$ cat config.mk
export PLATFORM = sky130hd
export DESIGN_NAME = lcs_cell
export DESIGN_NICKNAME = d
export VERILOG_FILES = /design/src/lcs_pkg.sv /design/src/lcs_cell.sv
export SDC_FILE = /design/constraint.sdc
export NUM_CORES = 1
export LEC_CHECK = 0
export ABC_AREA = 1
export BUFFER_PORTS_ARGS = -buffer_cell sky130_fd_sc_hd__buf_2
export CAP_MARGIN = 5
export CELL_PAD_IN_SITES_DETAIL_PLACEMENT = 1
export CELL_PAD_IN_SITES_GLOBAL_PLACEMENT = 1
export CORE_MARGIN = 3
export CORE_UTILIZATION = 35
export DETAILED_ROUTE_END_ITERATION = 8
export PLACE_DENSITY_LB_ADDON = 0.1
export SETUP_SLACK_MARGIN = 0.4
export SYNTH_ARGS = -nofsm -noshare
export SYNTH_HDL_FRONTEND = slang
export SYNTH_SLANG_ARGS = --single-unit
$ cat constraint.sdc
create_clock -name clock -period 2 [get_ports clock]
set_clock_uncertainty 0.05 [all_clocks]
set_input_delay 0.2 -clock clock [delete_from_list [all_inputs] [get_ports clock]]
set_output_delay 0.2 -clock clock [all_outputs]
set_load 0.05 [all_outputs]
$ cat src/lcs_pkg.sv
// shared types and constants for the lcs length engine
`default_nettype none

package lcs_pkg;

   localparam int unsigned MAX_LEN_DEFAULT = 64;
   localparam int unsigned LEN_W = 7;
   localparam logic [LEN_W-1:0] LEN_SAT = 7'd127;

   typedef enum logic [1:0] {
      REQ_LOAD  = 2'd0,
      REQ_QUERY = 2'd1,
      REQ_END   = 2'd2
   } req_code_type;

   typedef struct packed {
      logic [1:0] req_type;
      logic [7:0] symbol;
   } req_payload_type;

   typedef struct packed {
      logic [LEN_W-1:0] lcs_length;
      logic             overflowed;
   } rsp_payload_type;

   // transaction token moving down the cell chain
   typedef struct packed {
      logic         vld;
      req_code_type kind;
      logic [7:0]   symbol;
   } tok_ctl_type;

endpackage

`default_nettype wire

$ cat src/lcs_cell.sv
// one cell of the chain: holds one reference symbol and its score
`default_nettype none

module lcs_cell #(
   parameter int unsigned SCORE_W = 7
) (
   input  wire                      clock,
   input  wire                      reset,
   input  wire                      advance,
   input  wire lcs_pkg::tok_ctl_type ctl_i,
   input  wire  [SCORE_W-1:0]       left_i,
   input  wire  [SCORE_W-1:0]       diag_i,
   input  wire  [SCORE_W-1:0]       res_i,
   output lcs_pkg::tok_ctl_type     ctl_o,
   output logic [SCORE_W-1:0]       left_o,
   output logic [SCORE_W-1:0]       diag_o,
   output logic [SCORE_W-1:0]       res_o
);
   import lcs_pkg::*;

   logic               loaded_ff, loaded_in;
   logic [7:0]         ref_ff, ref_in;
   logic [SCORE_W-1:0] score_ff, score_in;
   tok_ctl_type        ctl_ff, ctl_in;
   logic [SCORE_W-1:0] left_ff, left_in;
   logic [SCORE_W-1:0] diag_ff, diag_in;
   logic [SCORE_W-1:0] res_ff, res_in;

   always_comb begin
      ctl_in    = ctl_i;
      left_in   = '0;
      diag_in   = '0;
      res_in    = res_i;
      loaded_in = loaded_ff;
      ref_in    = ref_ff;
      score_in  = score_ff;
      if (ctl_i.vld) begin
         unique case (ctl_i.kind)
            REQ_QUERY: begin
               if (loaded_ff) begin
                  if (ref_ff == ctl_i.symbol) begin
                     score_in = diag_i + SCORE_W'(1);
                  end else begin
                     score_in = (score_ff > left_i) ? score_ff : left_i;
                  end
                  left_in = score_in;
                  diag_in = score_ff;
               end
            end
            REQ_LOAD: begin
               // first free cell takes the symbol and retires the transaction
               if (!loaded_ff) begin
                  loaded_in  = 1'b1;
                  ref_in     = ctl_i.symbol;
                  score_in   = '0;
                  ctl_in.vld = 1'b0;
               end
            end
            REQ_END: begin
               if (loaded_ff) begin
                  res_in    = score_ff;
                  loaded_in = 1'b0;
                  score_in  = '0;
               end
            end
            default: begin
            end
         endcase
      end
   end

   always_ff @(posedge clock) begin
      if (reset) begin
         loaded_ff <= 1'b0;
         score_ff  <= '0;
         ctl_ff    <= '0;
      end else if (advance) begin
         loaded_ff <= loaded_in;
         score_ff  <= score_in;
         ctl_ff    <= ctl_in;
      end
   end

   always_ff @(posedge clock) begin
      if (advance) begin
         ref_ff  <= ref_in;
         left_ff <= left_in;
         diag_ff <= diag_in;
         res_ff  <= res_in;
      end
   end

   assign ctl_o  = ctl_ff;
   assign left_o = left_ff;
   assign diag_o = diag_ff;
   assign res_o  = res_ff;

endmodule

`default_nettype wire

==> results.toml <==
[cts]
clock_path_buffers = 2
clock-sinks = 48
cts_tree = "done"
htree_levels = 2
cts_buffers = 5
clk_latency_ns = 0.30
clk_pin_slew_worst_paths_ns = 0.09
cts-root-buf = "clkbuf_8"

[sta]
period_share_pct = 84.2
whs_ns = 0.0695
worst_pin_slew_ns = 0.431
period_needed_ns = 1.68
finalHoldViolations = 0
setup_tns_ns = 0
fmax_ghz = 0.594
setup_violations = 0
rsz0062_at_grt = "yes"
maxSlewViolCount = 0
maxSlewHeadroom_pct = 71.0

[pwr]
seqPwrFrac_pct = 50.0
p_per_area_nw_per_um2 = 698
ir_drop_mv = 0.279
swShare_pct = 28.2
p_sw_uw = 623
power.static_leakage_uw = 0.00139
p_clk_share_pct = 31.7
p_int_uw = 1580
comb_power_share_pct = 18.3

[grt]
antenna_found_initial = 0
grt_use_met3_pct = 2.79
grt_pass1_vias = 2027
grt_overflow = 0
grt.total_usage_pct = 16.6
busiest_layer = "met2"
use_met2_pct = 26.9
grt_max_degree = 18
grt_pass1_wl_mm = 10.0
globalRouteMet1Util_pct = 23.5

[min_path]
holdPathEnd = "ref_ff[1]"
min_path_type = "primary input to flop"
min_from = "ctl_i[1]"
whs_path_depth = 1

[route]
drtIter0Drc = 68
vias = 2065
drtPass1Iterations = 4
detail-route-antenna-nets = 0
drc = 0
routedWlPerCell_um = 14.8
drt-total-wl_mm = 6.28
viasPerCell = 4.88

[floorplan]
die_area_um2 = 7810
initial_core_util_pct = 36.8
fp.coreArea_um2 = 6460
boundaryPins = 67
dieWidth_um = 88.4
die_h_um = 88.4
rows = 29

[logic_synthesis]
postSynthAreaPerCell_um2 = 8.93
syn_inst = 266
synth_nets = 309
ys_seq_elements = 48
yosysWarnings = 0
yosysSeqAreaShare_pct = 52.7
syn_area_um2 = 2370
synth_cell_types = 28

[layout]
antennaDiodeCount = 0
drive_gt1_share_pct = 37.6
syn2layout_area_growth_pct = 33.1
fin_nets = 388
fillers = 770

[critical_path]
r2r_slack_ns = 0.32
critical_path_class = "flop to flop"
startpoint_type = "flop"
critical_path_peak_fanout = 8
r2r.worst_path.cells = 9
cp-end-kind = "flop"
r2r_start = "score_ff[4]"
arrival_ns = 1.68
required_ns = 2.00
regToRegEndpoint = "left_o[4]"

[job]
maxCapViolCount = 0

[placement]
port_buffers = 66
gp_congestion = 0.750
dpl.hpwl_mm = 4.72

[status]
outcome = "finished clean"
==> critical path: stages (launching register included) <==
cell     delay [ns]
dfxtp_2        0.38
ha_4           0.21
nand2_1        0.09
nand2_2        0.07
a21oi_4        0.18
nand2_4        0.11
nand2_4        0.12
nand2_1        0.08
nand3_2        0.08
a21oi_1        0.07
==> sequential cells by signal, indices dropped and copies added (netlist names) <==
register   count
ctl_o         11
diag_o         7
left_o         7
loaded_ff      1
ref_ff         8
res_o          7
score_ff       7
==> power by group through the flow <==
stage	Sequential, µW	Combinational, µW	Clock, µW
floorplan	1240	126	0
global placement	1130	362	0
detailed placement	1130	367	0
CTS	1110	394	716
global route	1110	440	753
finish	1100	403	700
==> per-layer routing <==
layer / vias to the layer above / part of all wire [%]
li1: 1034 / -
met1: 973 / 47
met5: - / 0
met3: 5 / 4.3
met4: 0 / 0.83
met2: 53 / 48
==> Yosys cell counts <==
cell       n  area, µm²
nand2_1   51        191
nor2_1    37        139
edfxtp_1  29        871
inv_1     27        101
a21oi_1   20        100
nand3_1   20        100
dfxtp_1   19        380
o21ai_0   14       70.1
xnor2_1    9       78.8
ha_1       8        100
o21ai_1    7       35.0
xor2_1     4       35.0
clkbuf_1   3       11.3
nand2_2    3       18.8
nand2_4    2       22.5
a211oi_1   1       7.51
a21oi_4    1       16.3
buf_2      1       5.00
buf_6      1       11.3
clkinv_1   1       3.75
inv_2      1       3.75
nand4_1    1       6.26
nand4_4    1       21.3
nor2_4     1       11.3
nor2b_1    1       6.26
nor3_1     1       5.00
nor3_4     1       16.3
or2_1      1       6.26
==> final cells by class <==
cell class	instances	area, µm²	area share (%)
flip-flops and latches	48	1260	40.0
well taps	77	96.3	3.05
multi-input cells	184	1160	36.7
inverters	29	109	3.44
clock buffers	6	72.6	2.30
repair buffers	77	425	13.5
clock inverters	2	35.0	1.11
==> kinds of logic after synthesis <==
kind of cell               Yosys count  share of synthesized area (%)
buffers and inverters               34                           5.74
AOI/OAI and AO/OA                   43                           9.64
DFF                                 48                           52.7
xor gates and xnor gates            13                           4.79
and+or+nand+nor                    120                           22.9
adders and majority gates            8                           4.22
==> worst max path at each step <==
stage	startpoint	slack, ns	depth (start not counted)	end
floorplan	score_ff[6]	0.41	9	left_o[6]
global placement	left_i[6]	0.23	11	left_o[2]
detailed placement	left_i[6]	0.22	11	left_o[2]
CTS	score_ff[4]	0.33	9	left_o[2]
global route	score_ff[6]	0.22	11	score_ff[2]
finish	score_ff[4]	0.32	9	left_o[4]
==> stage by stage <==
stage	setup slack [ns]	instance area (µm²)	instances	power, µW	utilization (%)
floorplan	0.408	2370	266	1370	-
global placement	0.226	2810	409	1490	43.5
detailed placement	0.221	2810	409	1500	43.5
CTS	0.330	3110	422	2220	48.1
global route	0.220	3160	423	2300	48.9
finish	0.317	3160	423	2210	48.9
==> layout by cell type (no fill, tap or decap), types with 2 or more instances in the layout <==
cell type	Yosys	routed
edfxtp_1	29	29
a21oi_1	20	16
xnor2_1	9	9
nand2_4	2	4
dfxtp_1	19	13
nand2_1	51	43
nor2_1	37	35
o21ai_1	7	6
o21ai_0	14	14
nor2_2	0	2
buf_4	0	10
a21oi_2	0	4
inv_1	27	25
xor2_1	4	4
nand2_2	3	9
dfxtp_2	0	4
ha_1	8	2
nand3_2	0	6
clkbuf_8	0	5
inv_2	1	3
ha_4	0	6
dfxtp_4	0	2
nand3_1	20	13
buf_2	1	66
==> repair_timing <==
action	CTS	global route
pin swaps	8	6
hold buffers	0	0
setup buffers	5	1
gates resized for setup	26	15
cloned	0	0
endpoints found under the setup margin	14	14
Power figures use the tool's default switching activity.
